[src/design/jtkf_pkg.sv]
// shared types and constants of the json top-level key finder
package jtkf_pkg;

  // default parameter values
  localparam int KEY_BYTES_DEF         = 16;
  localparam int MAX_MESSAGE_BYTES_DEF = 32768;
  localparam int DEPTH_BITS_DEF        = 16;

  // fixed field widths
  localparam int BYTE_W   = 8;
  localparam int KEY_W    = 64;
  localparam int KLEN_W   = 5;
  localparam int STATUS_W = 2;
  localparam int OFFSET_W = 16;
  localparam int CFG_IDX_W = 2;

  // configuration register indexes
  localparam logic [CFG_IDX_W-1:0] CFG_KEY_LOW  = 2'd0;
  localparam logic [CFG_IDX_W-1:0] CFG_KEY_HIGH = 2'd1;
  localparam logic [CFG_IDX_W-1:0] CFG_KEY_LEN  = 2'd2;

  // result status codes
  localparam logic [STATUS_W-1:0] ST_FOUND     = 2'd0;
  localparam logic [STATUS_W-1:0] ST_NOT_FOUND = 2'd1;
  localparam logic [STATUS_W-1:0] ST_MALFORMED = 2'd2;
  localparam logic [STATUS_W-1:0] ST_TOO_LONG  = 2'd3;

  // result of one scan step
  typedef struct packed {
    logic                have;
    logic [STATUS_W-1:0] status;
    logic [OFFSET_W-1:0] offset;
  } scan_res_t;

endpackage

[src/design/jtkf_scan.sv]
// per-byte scanner state and next-state logic of the key finder
module jtkf_scan #(
  parameter int KEY_BYTES         = jtkf_pkg::KEY_BYTES_DEF,
  parameter int MAX_MESSAGE_BYTES = jtkf_pkg::MAX_MESSAGE_BYTES_DEF,
  parameter int DEPTH_BITS        = jtkf_pkg::DEPTH_BITS_DEF
) (
  input  logic                          clk,
  input  logic                          rst_n,
  input  logic                          step_en,
  input  logic [jtkf_pkg::BYTE_W-1:0]   byte_in,
  input  logic                          eom_in,
  input  logic [jtkf_pkg::KEY_W-1:0]    key_lo,
  input  logic [jtkf_pkg::KEY_W-1:0]    key_hi,
  input  logic [jtkf_pkg::KLEN_W-1:0]   key_len,
  output jtkf_pkg::scan_res_t           res
);

  localparam int PW = $clog2(MAX_MESSAGE_BYTES + 1);
  localparam logic [PW-1:0] POS_MAX = PW'(MAX_MESSAGE_BYTES);
  localparam logic [jtkf_pkg::KLEN_W-1:0] KEY_LIMIT = jtkf_pkg::KLEN_W'(KEY_BYTES);
  localparam logic [DEPTH_BITS-1:0] DEPTH_ONE = DEPTH_BITS'(1);
  localparam logic [DEPTH_BITS-1:0] DEPTH_MAX = '1;

  localparam logic [7:0] CH_LBRACE = 8'h7B;
  localparam logic [7:0] CH_RBRACE = 8'h7D;
  localparam logic [7:0] CH_LBRACK = 8'h5B;
  localparam logic [7:0] CH_RBRACK = 8'h5D;
  localparam logic [7:0] CH_COLON  = 8'h3A;
  localparam logic [7:0] CH_COMMA  = 8'h2C;
  localparam logic [7:0] CH_QUOTE  = 8'h22;
  localparam logic [7:0] CH_BSLASH = 8'h5C;

  typedef enum logic [5:0] {
    PH_SEEK_ROOT  = 6'b000001,
    PH_SCAN       = 6'b000010,
    PH_STRING     = 6'b000100,
    PH_SEEK_COLON = 6'b001000,
    PH_SEEK_VALUE = 6'b010000,
    PH_DONE       = 6'b100000
  } phase_t;

  function automatic logic is_ws(input logic [7:0] c);
    is_ws = (c == 8'd32) || (c >= 8'd9 && c <= 8'd13);
  endfunction

  phase_t                      phase_r, phase_nxt;
  logic [DEPTH_BITS-1:0]       depth_r, depth_nxt;
  logic [PW-1:0]               pos_r, pos_nxt;
  logic                        prior_r, prior_nxt;
  logic                        cand_r, cand_nxt;
  logic                        match_r, match_nxt;
  logic [jtkf_pkg::KLEN_W-1:0] kidx_r, kidx_nxt;
  logic                        esc_r, esc_nxt;

  logic [2*jtkf_pkg::KEY_W-1:0] key_all;
  logic [7:0]                   key_byte;
  logic                         key_hit;
  logic [DEPTH_BITS-1:0]        depth_dec;
  logic [PW:0]                  pos_ext;
  logic [PW:0]                  off_sel;
  logic                         have;
  logic [jtkf_pkg::STATUS_W-1:0] status;

  // key byte under the match index
  assign key_all  = {key_hi, key_lo};
  assign key_byte = key_all[{kidx_r[3:0], 3'b000} +: 8];
  assign key_hit  = (kidx_r < key_len) && (kidx_r < KEY_LIMIT) && (key_byte == byte_in);
  assign pos_ext  = {1'b0, pos_r};

  // next state and result of one byte
  always_comb begin
    phase_nxt = phase_r;
    depth_nxt = depth_r;
    pos_nxt   = pos_r;
    prior_nxt = prior_r;
    cand_nxt  = cand_r;
    match_nxt = match_r;
    kidx_nxt  = kidx_r;
    esc_nxt   = esc_r;
    depth_dec = depth_r;
    have      = 1'b0;
    status    = jtkf_pkg::ST_FOUND;
    off_sel   = pos_ext;

    if (pos_r < POS_MAX) begin
      pos_nxt = pos_r + 1'b1;
    end

    if (phase_r != PH_DONE && pos_r >= POS_MAX) begin
      have   = 1'b1;
      status = jtkf_pkg::ST_TOO_LONG;
    end else begin
      unique case (phase_r)
        PH_SEEK_ROOT: begin
          if (!is_ws(byte_in)) begin
            if (byte_in == CH_LBRACE) begin
              phase_nxt = PH_SCAN;
              depth_nxt = DEPTH_ONE;
              prior_nxt = 1'b1;
            end else begin
              have   = 1'b1;
              status = jtkf_pkg::ST_NOT_FOUND;
            end
          end
        end
        PH_SCAN: begin
          if (!is_ws(byte_in)) begin
            if (byte_in == CH_LBRACE || byte_in == CH_LBRACK) begin
              if (depth_r != DEPTH_MAX) depth_nxt = depth_r + 1'b1;
            end else if (byte_in == CH_RBRACE || byte_in == CH_RBRACK) begin
              if (depth_r != '0) depth_dec = depth_r - 1'b1;
              depth_nxt = depth_dec;
              if (depth_dec == '0) begin
                have   = 1'b1;
                status = jtkf_pkg::ST_NOT_FOUND;
              end
            end else if (byte_in == CH_QUOTE) begin
              cand_nxt  = (depth_r == DEPTH_ONE) && prior_r;
              match_nxt = 1'b1;
              kidx_nxt  = '0;
              esc_nxt   = 1'b0;
              phase_nxt = PH_STRING;
            end
            prior_nxt = (byte_in == CH_LBRACE) || (byte_in == CH_COMMA);
          end
        end
        PH_STRING: begin
          if (esc_r) begin
            esc_nxt   = 1'b0;
            match_nxt = 1'b0;
          end else if (byte_in == CH_BSLASH) begin
            esc_nxt   = 1'b1;
            match_nxt = 1'b0;
          end else if (byte_in == CH_QUOTE) begin
            prior_nxt = 1'b0;
            if (cand_r && match_r && kidx_r == key_len) phase_nxt = PH_SEEK_COLON;
            else phase_nxt = PH_SCAN;
          end else if (match_r) begin
            if (key_hit) kidx_nxt = kidx_r + 1'b1;
            else match_nxt = 1'b0;
          end
        end
        PH_SEEK_COLON: begin
          if (!is_ws(byte_in)) begin
            if (byte_in == CH_COLON) begin
              phase_nxt = PH_SEEK_VALUE;
            end else begin
              have   = 1'b1;
              status = jtkf_pkg::ST_MALFORMED;
            end
          end
        end
        PH_SEEK_VALUE: begin
          if (!is_ws(byte_in)) begin
            have   = 1'b1;
            status = jtkf_pkg::ST_FOUND;
          end
        end
        PH_DONE: begin
        end
        default: begin
        end
      endcase
    end

    // outcome on the final byte when none came earlier
    if (have) begin
      phase_nxt = PH_DONE;
    end else if (eom_in) begin
      unique case (phase_nxt)
        PH_STRING, PH_SEEK_COLON: begin
          have   = 1'b1;
          status = jtkf_pkg::ST_MALFORMED;
        end
        PH_SEEK_VALUE: begin
          have    = 1'b1;
          status  = jtkf_pkg::ST_FOUND;
          off_sel = pos_ext + 1'b1;
        end
        PH_DONE: begin
        end
        default: begin
          have   = 1'b1;
          status = jtkf_pkg::ST_NOT_FOUND;
        end
      endcase
    end

    // re-arm for the next message
    if (eom_in) begin
      phase_nxt = PH_SEEK_ROOT;
      depth_nxt = '0;
      pos_nxt   = '0;
      prior_nxt = 1'b0;
      cand_nxt  = 1'b0;
      match_nxt = 1'b0;
      kidx_nxt  = '0;
      esc_nxt   = 1'b0;
    end
  end

  assign res.have   = have;
  assign res.status = status;
  assign res.offset = (status == jtkf_pkg::ST_FOUND) ? jtkf_pkg::OFFSET_W'(off_sel) : '0;

  // scanner state
  always_ff @(posedge clk) begin
    if (!rst_n) begin
      phase_r <= PH_SEEK_ROOT;
      depth_r <= '0;
      pos_r   <= '0;
      prior_r <= 1'b0;
      cand_r  <= 1'b0;
      match_r <= 1'b0;
      kidx_r  <= '0;
      esc_r   <= 1'b0;
    end else if (step_en) begin
      phase_r <= phase_nxt;
      depth_r <= depth_nxt;
      pos_r   <= pos_nxt;
      prior_r <= prior_nxt;
      cand_r  <= cand_nxt;
      match_r <= match_nxt;
      kidx_r  <= kidx_nxt;
      esc_r   <= esc_nxt;
    end
  end

endmodule

[src/design/json_top_level_key_finder.sv]
// top level of the json top-level key finder
// Scans a JSON message one byte per transfer and reports where the value of the
// configured root-object member starts, or why it was not found. One byte is
// taken every cycle unless the input stalls; a byte is held in the input register
// while the scan logic updates its state, and its result is registered in the
// output register, which offers it. At most one result comes per message; bytes
// after it up to end_of_message give none. The input stalls only while the output
// register holds a result that is itself stalled. The user must write the key
// registers through the cfg port between messages; the block does not enforce it.
module json_top_level_key_finder #(
  parameter int KEY_BYTES         = jtkf_pkg::KEY_BYTES_DEF,
  parameter int MAX_MESSAGE_BYTES = jtkf_pkg::MAX_MESSAGE_BYTES_DEF,
  parameter int DEPTH_BITS        = jtkf_pkg::DEPTH_BITS_DEF
) (
  input  logic                            clk,
  input  logic                            rst_n,
  input  logic                            in_valid,
  output logic                            in_stall,
  input  logic [jtkf_pkg::BYTE_W-1:0]     in_message_byte,
  input  logic                            in_end_of_message,
  output logic                            out_valid,
  input  logic                            out_stall,
  output logic [jtkf_pkg::STATUS_W-1:0]   out_status,
  output logic [jtkf_pkg::OFFSET_W-1:0]   out_value_offset,
  input  logic                            cfg_valid,
  output logic                            cfg_ready,
  input  logic [jtkf_pkg::CFG_IDX_W-1:0]  cfg_index,
  input  logic [jtkf_pkg::KEY_W-1:0]      cfg_data
);

  logic [jtkf_pkg::KEY_W-1:0]    key_lo_r;
  logic [jtkf_pkg::KEY_W-1:0]    key_hi_r;
  logic [jtkf_pkg::KLEN_W-1:0]   key_len_r;
  logic                          in_valid_r;
  logic [jtkf_pkg::BYTE_W-1:0]   byte_r;
  logic                          eom_r;
  logic                          out_valid_r;
  logic [jtkf_pkg::STATUS_W-1:0] status_r;
  logic [jtkf_pkg::OFFSET_W-1:0] offset_r;
  logic                          pipe_go;
  logic                          step_en;
  jtkf_pkg::scan_res_t           res;

  // pipeline control
  assign pipe_go   = !(out_valid_r && out_stall);
  assign step_en   = in_valid_r && pipe_go;
  assign in_stall  = in_valid_r && !pipe_go;
  assign cfg_ready = 1'b1;

  // configuration registers
  always_ff @(posedge clk) begin
    if (!rst_n) begin
      key_lo_r  <= '0;
      key_hi_r  <= '0;
      key_len_r <= '0;
    end else if (cfg_valid && cfg_ready) begin
      unique case (cfg_index)
        jtkf_pkg::CFG_KEY_LOW:  key_lo_r  <= cfg_data;
        jtkf_pkg::CFG_KEY_HIGH: key_hi_r  <= cfg_data;
        jtkf_pkg::CFG_KEY_LEN:  key_len_r <= cfg_data[jtkf_pkg::KLEN_W-1:0];
        default: begin
        end
      endcase
    end
  end

  // input register
  always_ff @(posedge clk) begin
    if (!rst_n) begin
      in_valid_r <= 1'b0;
    end else if (!in_stall) begin
      in_valid_r <= in_valid;
    end
  end

  always_ff @(posedge clk) begin
    if (!in_stall && in_valid) begin
      byte_r <= in_message_byte;
      eom_r  <= in_end_of_message;
    end
  end

  jtkf_scan #(
    .KEY_BYTES         (KEY_BYTES),
    .MAX_MESSAGE_BYTES (MAX_MESSAGE_BYTES),
    .DEPTH_BITS        (DEPTH_BITS)
  ) u_scan (
    .clk     (clk),
    .rst_n   (rst_n),
    .step_en (step_en),
    .byte_in (byte_r),
    .eom_in  (eom_r),
    .key_lo  (key_lo_r),
    .key_hi  (key_hi_r),
    .key_len (key_len_r),
    .res     (res)
  );

  // result register
  always_ff @(posedge clk) begin
    if (!rst_n) begin
      out_valid_r <= 1'b0;
    end else if (pipe_go) begin
      out_valid_r <= step_en && res.have;
    end
  end

  always_ff @(posedge clk) begin
    if (step_en && res.have) begin
      status_r <= res.status;
      offset_r <= res.offset;
    end
  end

  assign out_valid        = out_valid_r;
  assign out_status       = status_r;
  assign out_value_offset = offset_r;

endmodule

[config.mk]
export PLATFORM = sky130hd
export DESIGN_NAME = json_top_level_key_finder
export DESIGN_NICKNAME = d
export VERILOG_FILES = /design/src/design/jtkf_pkg.sv /design/src/design/jtkf_scan.sv /design/src/design/json_top_level_key_finder.sv
export SDC_FILE = /design/constraint.sdc
export NUM_CORES = 1
export LEC_CHECK = 0
export ABC_CLOCK_PERIOD_IN_PS = 4660
export BUFFER_PORTS_ARGS = -buffer_cell sky130_fd_sc_hd__buf_2
export CAP_MARGIN = 25
export CORE_MARGIN = 2
export CORE_UTILIZATION = 60
export CTS_CLUSTER_DIAMETER = 100
export DETAILED_ROUTE_END_ITERATION = 8
export PLACE_DENSITY = 0.8
export SETUP_SLACK_MARGIN = 0.5
export SLEW_MARGIN = 20
export SYNTH_ARGS = -nofsm -noshare
export SYNTH_HDL_FRONTEND = slang
export SYNTH_SLANG_ARGS = --single-unit
[constraint.sdc]
create_clock -name clk -period 4.66 [get_ports clk]
set_input_delay 1.165 -clock clk [delete_from_list [all_inputs] [get_ports clk]]
set_output_delay 1.165 -clock clk [all_outputs]
set_load 0.02 [all_outputs]
==> summary.txt, run 1 <==
Setup-failing EPs final -> 0
slew margin rel. -> 38.5%
PwrDens -> 332 nW/um^2
gr busiest metal -> met2
outcome -> complete, no violations
Root Driver -> clkbuf_16
Yosys warning count -> 0
CP arrival -> 4.21 ns
area share of the largest cell type after synthesis -> 32.6%
Max clock buf depth -> 3
First-pass DRT Iterations -> 5
1st-iter DRT viols -> 847
die area -> 19700 um^2
number of flops mapped to enable cells by yosys -> 27
simple-gate share of the synthesized area -> 25.2%
Hold Crit Class -> reg -> reg
GRT overflow -> 0
nature of the critical path endpoint -> flip-flop
Post-Synth Adder-Cell Area -> 1.23%
CP Launch Type -> flip-flop
FP Rows -> 49
chip height -> 140 um
Residual DRC -> 0
Hold Path Stages -> 2
cell with the most instances after synthesis -> nand2_1
Resized cells post-CTS -> 0
via/cell ratio -> 6.13
complex-gate fraction of the synthesized area -> 19.3%
P_leak -> 4.44 nW
RSZ-0062 raised after global routing -> false
GRT Util Overall -> 28.5%
minimum clock period -> 3.89 ns
first-pass GRT wire length -> 46100 um
initial antenna violation count -> 1
largest fanout on the critical path -> 17
port buffer count -> 99
Die W -> 140 um
Post-CTS Hold Buffers -> 0
clock-pin slew of the registers on the worst-case setup and hold paths -> 0.06 ns
Sum Neg Setup Slack -> 0 ns
routing usage on met2 -> 48.8%
postcts setup bufs -> 0
synth unique cells -> 81
CTS tree -> done
CP required -> 4.98 ns
peak supply drop -> 0.268 mV
ys async rst share -> 0%
most frequent cells after synthesis -> nand2_1, dfxtp_1, a21boi_0
post-synthesis cell count -> 1294
DR WL/cell -> 18.0 um
ranking of synthesized cells by area -> dfxtp_1, nand2_1, a21boi_0
largest net degree at the start of global routing -> 65
synthesized cell area -> 11200 um^2
Initial Util -> 61.6%
FF+latch count, synth -> 209
clock skew -> 0.0205 ns
Top FF cell, synth -> dfxtp_1
Synth area leader -> dfxtp_1
RePlAce Congestion -> 0.894
fraction of synthesized area in multiplexers -> 8.69%
FF-to-FF path depth -> 10
CTS sink cnt -> 209
clock latency on the worst-skew pair -> 0.53 ns
share of layout cells above drive strength 1 -> 17.3%
GR Layer Usage met3 -> 3.76%
Vias -> 9697
vias in the first global route -> 9119
setup ws final -> 0.771 ns
Total Nets Final -> 1429
max cap viols -> 0
ANT cells -> 0
post-detail-place hpwl -> 19200 um
synthesis-to-finish area growth -> 11.8%
Final period util -> 83.5%
post-detailed-route count of antenna-violating nets -> 0
Post-Place Setup Slack -> 0.820 ns
pins over their slew limit -> 0
worst-margin pin slew -> 0.920 ns
final core area utilization -> 68.8%
CTS buffer count -> 23
drt total wl -> 28500 um
GR met1 Demand/Resource -> 37.9%
# IOs -> 101
Post-Synth XOR/XNOR Area -> 1.18%
Avg Synthesized Cell Area -> 8.64 um^2
Highest Clock Rate -> 257 MHz
hold violation count in the final report -> 0
core area -> 18100 um^2
largest family of logic cells by synthesized area -> simple AND/OR/NAND/NOR gates
syn_nets -> 1385
H-tree levels -> 1
Setup CP Type -> reg -> reg
sequential element share of the synthesized area -> 39.9%
## cells in the final DEF (no fill, tap or decap), drive strengths merged, types with 12 or more instances in the layout
master / instances
a211oi: 15
a21boi: 138
a21oi: 38
a31oi: 13
buf: 121
clkbuf: 31
dfxtp: 182
edfxtp: 27
inv: 20
mux2i: 25
mux4: 32
nand2: 310
nand2b: 12
nand3: 23
nand4: 17
nor2: 41
nor2b: 24
nor3: 32
nor4: 18
o21ai: 47
or3: 24
## critical path: stages, from the launching register on
cell	delay, ns
dfxtp_1	0.40
inv_1	0.12
ha_1	0.28
or3b_2	0.54
o31ai_1	0.26
o21ai_2	0.11
or4_1	0.52
or4_4	0.46
and2_4	0.19
a31o_1	0.45
a211oi_1	0.34
## final timing paths
check / from / end / slack, ns
min: key_lo_r[56]$_SDFFE_PN0P_ / key_lo_r[56]$_SDFFE_PN0P_ / 0.46
min reg2reg: key_lo_r[56]$_SDFFE_PN0P_ / key_lo_r[56]$_SDFFE_PN0P_ / 0.46
max reg2reg: u_scan.depth_r[0]$_SDFFE_PN0P_ / out_value_offset[2]$_SDFFCE_PP0P_ / 0.77
max: u_scan.depth_r[0]$_SDFFE_PN0P_ / out_value_offset[2]$_SDFFCE_PP0P_ / 0.77
## power by group
| part | internal, W | switching, W | leakage, nW |
|---|---|---|---|
| logic | 0.000148 | 0.000218 | 2.32 |
| clock network | 0.00111 | 0.000748 | 0.373 |
| registers | 0.00188 | 0.0000386 | 1.75 |
## stage by stage
stage | area (um^2) | std cells | hold slack, ns | power [W]
6_report | 12500 | 1583 | 0.460 | 0.00414
5_1_grt | 12500 | 1583 | 0.484 | 0.00428
4_1_cts | 12500 | 1583 | 0.462 | 0.00416
3_5_place_dp | 11700 | 1542 | 0.454 | 0.00231
3_3_place_gp | 11700 | 1541 | 0.446 | 0.00231
2_1_floorplan | 11200 | 1294 | 0.440 | 0.00219
## cells by family after synthesis
kind of cell,after synthesis
other,1
multiplexers,57
AND/OR/NAND/NOR,574
buffers and inverters,121
XOR/XNOR,15
flip-flops,209
adder cells (fa/ha/maj),11
AO/OA/AOI/OAI,306
## cell type report
type / count / area (um^2)
Clock inverter: 10 / 145
Fill cell: 1470 / 5660
Inverter: 19 / 71.3
Timing Repair Buffer: 121 / 686
Tap cell: 229 / 287
Sequential cell: 209 / 4460
Clock buffer: 31 / 626
Multi-Input combinational cell: 964 / 6220
## flip-flops by register name, summed over array words and instances (netlist names)
| register | cells |
|---|---|
| key_lo_r | 64 |
| u_scan.esc_r | 1 |
| u_scan.match_r | 1 |
| u_scan.depth_r | 16 |
| u_scan.cand_r | 1 |
| key_hi_r | 64 |
| key_len_r | 5 |
| u_scan.phase_r | 6 |
| byte_r | 8 |
| out_value_offset | 16 |
| eom_r | 1 |
| out_valid | 1 |
| out_status | 2 |
| u_scan.kidx_r | 5 |
| in_valid_r | 1 |
| u_scan.pos_r | 16 |
| u_scan.prior_r | 1 |
## routing by layer
metal  wire length, um  share of wire, %  vias up
li1                  -                 -     4712
met1             12300                43     4580
met2             13800                48      339
met3              1590               5.6       64
met4               835               2.9        2
met5                13             0.046        -
Note: power is estimated with default switching activity, not from simulation.
==> run 2, diff against run 1 <==
--- a/config.mk
+++ b/config.mk
@@ -5,7 +5,7 @@
 export SDC_FILE = /design/constraint.sdc
 export NUM_CORES = 1
 export LEC_CHECK = 0
-export ABC_CLOCK_PERIOD_IN_PS = 4660
+export ABC_CLOCK_PERIOD_IN_PS = 4100
 export BUFFER_PORTS_ARGS = -buffer_cell sky130_fd_sc_hd__buf_2
 export CAP_MARGIN = 25
 export CORE_MARGIN = 2
==> constraint.sdc (replaced) <==
create_clock -name clk -period 4.1 [get_ports clk]
set_input_delay 1.025 -clock clk [delete_from_list [all_inputs] [get_ports clk]]
set_output_delay 1.025 -clock clk [all_outputs]
set_load 0.02 [all_outputs]
==> summary.txt, run 2 (synthesis results as in run 1) <==
Total Nets Final -> 1440
largest net degree at the start of global routing -> 160
Setup-failing EPs final -> 0
Register Area -> 4460 um^2
synthesis-to-finish area growth -> 13.4%
RSZ-0062 raised after global routing -> false
H-tree levels -> 1
drt total wl -> 28700 um
CP required -> 4.44 ns
commonest non-fill, non-tap cell in the layout -> nand2_1
vias in the first global route -> 9348
nature of the critical path endpoint -> flip-flop
largest registers -> key_hi_r x64, key_lo_r x64
GRT Util Overall -> 29.0%
CP Launch Type -> flip-flop
GRT overflow -> 0
slew margin rel. -> 34.6%
Die W -> 140 um
Initial Util -> 61.6%
sw frac -> 24.4%
most frequent cells in the layout -> nand2_1, dfxtp_1, a21boi_0
RePlAce Congestion -> 0.970
internal power -> 0.00362 W
multi-input combinational cell area -> 6300 um^2
peak supply drop -> 0.412 mV
CTS buffer count -> 24
post-detail-place hpwl -> 19300 um
ANT cells -> 0
initial antenna violation count -> 0
clock network power share -> 45.5%
clock-pin slew of the registers on the worst-case setup and hold paths -> 0.06 ns
First-pass DRT Iterations -> 5
CTS sink cnt -> 209
die area -> 19700 um^2
GR met1 Demand/Resource -> 39.2%
post-detailed-route count of antenna-violating nets -> 0
P_leak -> 4.52 nW
Highest Clock Rate -> 287 MHz
P_sw -> 0.00117 W
Max clock buf depth -> 3
setup ws final -> 0.610 ns
hold violation count in the final report -> 0
worst-margin pin slew -> 0.979 ns
first-pass GRT wire length -> 47400 um
CP arrival -> 3.83 ns
clock skew -> 0.0343 ns
dpl cells -> 1549
max cap viols -> 0
largest fanout on the critical path -> 17
Fillers -> 1430
Setup CP Type -> reg -> reg
final std cells w/o fill -> 1595
Root Driver -> clkbuf_16
port buffer count -> 99
Pwr Total -> 0.00479 W
via/cell ratio -> 6.14
Vias -> 9786
pins over their slew limit -> 0
Hold Crit Class -> reg -> reg
sequential power share -> 45.6%
GR Layer Usage met3 -> 3.83%
# IOs -> 101
DR WL/cell -> 18.0 um
chip height -> 140 um
Sum Neg Setup Slack -> 0 ns
Residual DRC -> 0
final core area utilization -> 69.8%
clock latency on the worst-skew pair -> 0.54 ns
1st-iter DRT viols -> 765
PwrDens -> 378 nW/um^2
gr busiest metal -> met2
outcome -> complete, no violations
FP Rows -> 49
Final period util -> 85.1%
CTS tree -> done
core area -> 18100 um^2
routing usage on met2 -> 49.0%
share of layout cells above drive strength 1 -> 18.9%
Combinational Power Share -> 8.9%
Post-CTS Hold Buffers -> 0
Post-Place Setup Slack -> 0.308 ns
minimum clock period -> 3.49 ns
[run 2: cell types whose count changed in the layout (fill, tap and decap cells not counted), moves of 2 or more]
| cell | before | now |
|---|---|---|
| buf_4 | 20 | 30 |
| inv_1 | 18 | 16 |
| inv_2 | 1 | 3 |
| nor4_1 | 17 | 13 |
| nor4_2 | 0 | 4 |
[run 2: critical path: stages (launching register included)]
cell and delay, ns:
dfxtp_1 0.41, inv_2 0.13, ha_4 0.17, or3b_2 0.52, o31ai_2 0.22, o21ai_2 0.10
or4_1 0.53, or4_4 0.47, and2_4 0.21, a31o_4 0.31, a211oi_1 0.24
[run 2: timing repair]
| action | in CTS | in global routing |
|---|---|---|
| setup buffers | 0 | 3 |
| endpoints found under the setup margin | 17 | 36 |
| gates resized for setup | 4 | 11 |
[run 2: worst paths after layout]
check | start | end | slack, ns | cells after the start
setup / recovery | u_scan.depth_r[0]$_SDFFE_PN0P_ | out_value_offset[15]$_SDFFCE_PP0P_ | 0.61 | 10
setup reg to reg | u_scan.depth_r[0]$_SDFFE_PN0P_ | out_value_offset[15]$_SDFFCE_PP0P_ | 0.61 | 10
hold reg to reg | key_lo_r[59]$_SDFFE_PN0P_ | key_lo_r[59]$_SDFFE_PN0P_ | 0.46 | 2
hold / removal | key_lo_r[59]$_SDFFE_PN0P_ | key_lo_r[59]$_SDFFE_PN0P_ | 0.46 | 2
[run 2: area by class of cell]
class / count / area share (%)
Clock buffer: 31 / 5.10
Clock inverter: 12 / 1.29
Inverter: 19 / 0.563
Multi-Input combinational cell: 964 / 49.7
Sequential cell: 209 / 35.2
Tap cell: 229 / 2.26
Timing Repair Buffer: 131 / 5.93
[run 2: stage by stage]
| step | hold WS (ns) | instance area (um^2) |
|---|---|---|
| CTS | 0.462 | 12600 |
| detailed placement | 0.454 | 11800 |
| finish | 0.460 | 12700 |
| floorplan | 0.440 | 11200 |
| global route | 0.480 | 12700 |
| global placement | 0.447 | 11800 |
[run 2: per-layer routing]
layer  vias up  wire [um]
met1      4713      12400
li1       4720          -
met5         -          0
met4         0        877
met2       298      13900
met3        55       1540
[run 2: power groups by stage]
stage / clock network (W) / registers [W] / logic [W]
6_report: 0.00218 / 0.00218 / 0.000424
3_3_place_gp: 0 / 0.00222 / 0.000403
4_1_cts: 0.00220 / 0.00218 / 0.000412
5_1_grt: 0.00229 / 0.00219 / 0.000466
2_1_floorplan: 0 / 0.00221 / 0.000279
3_5_place_dp: 0 / 0.00222 / 0.000409
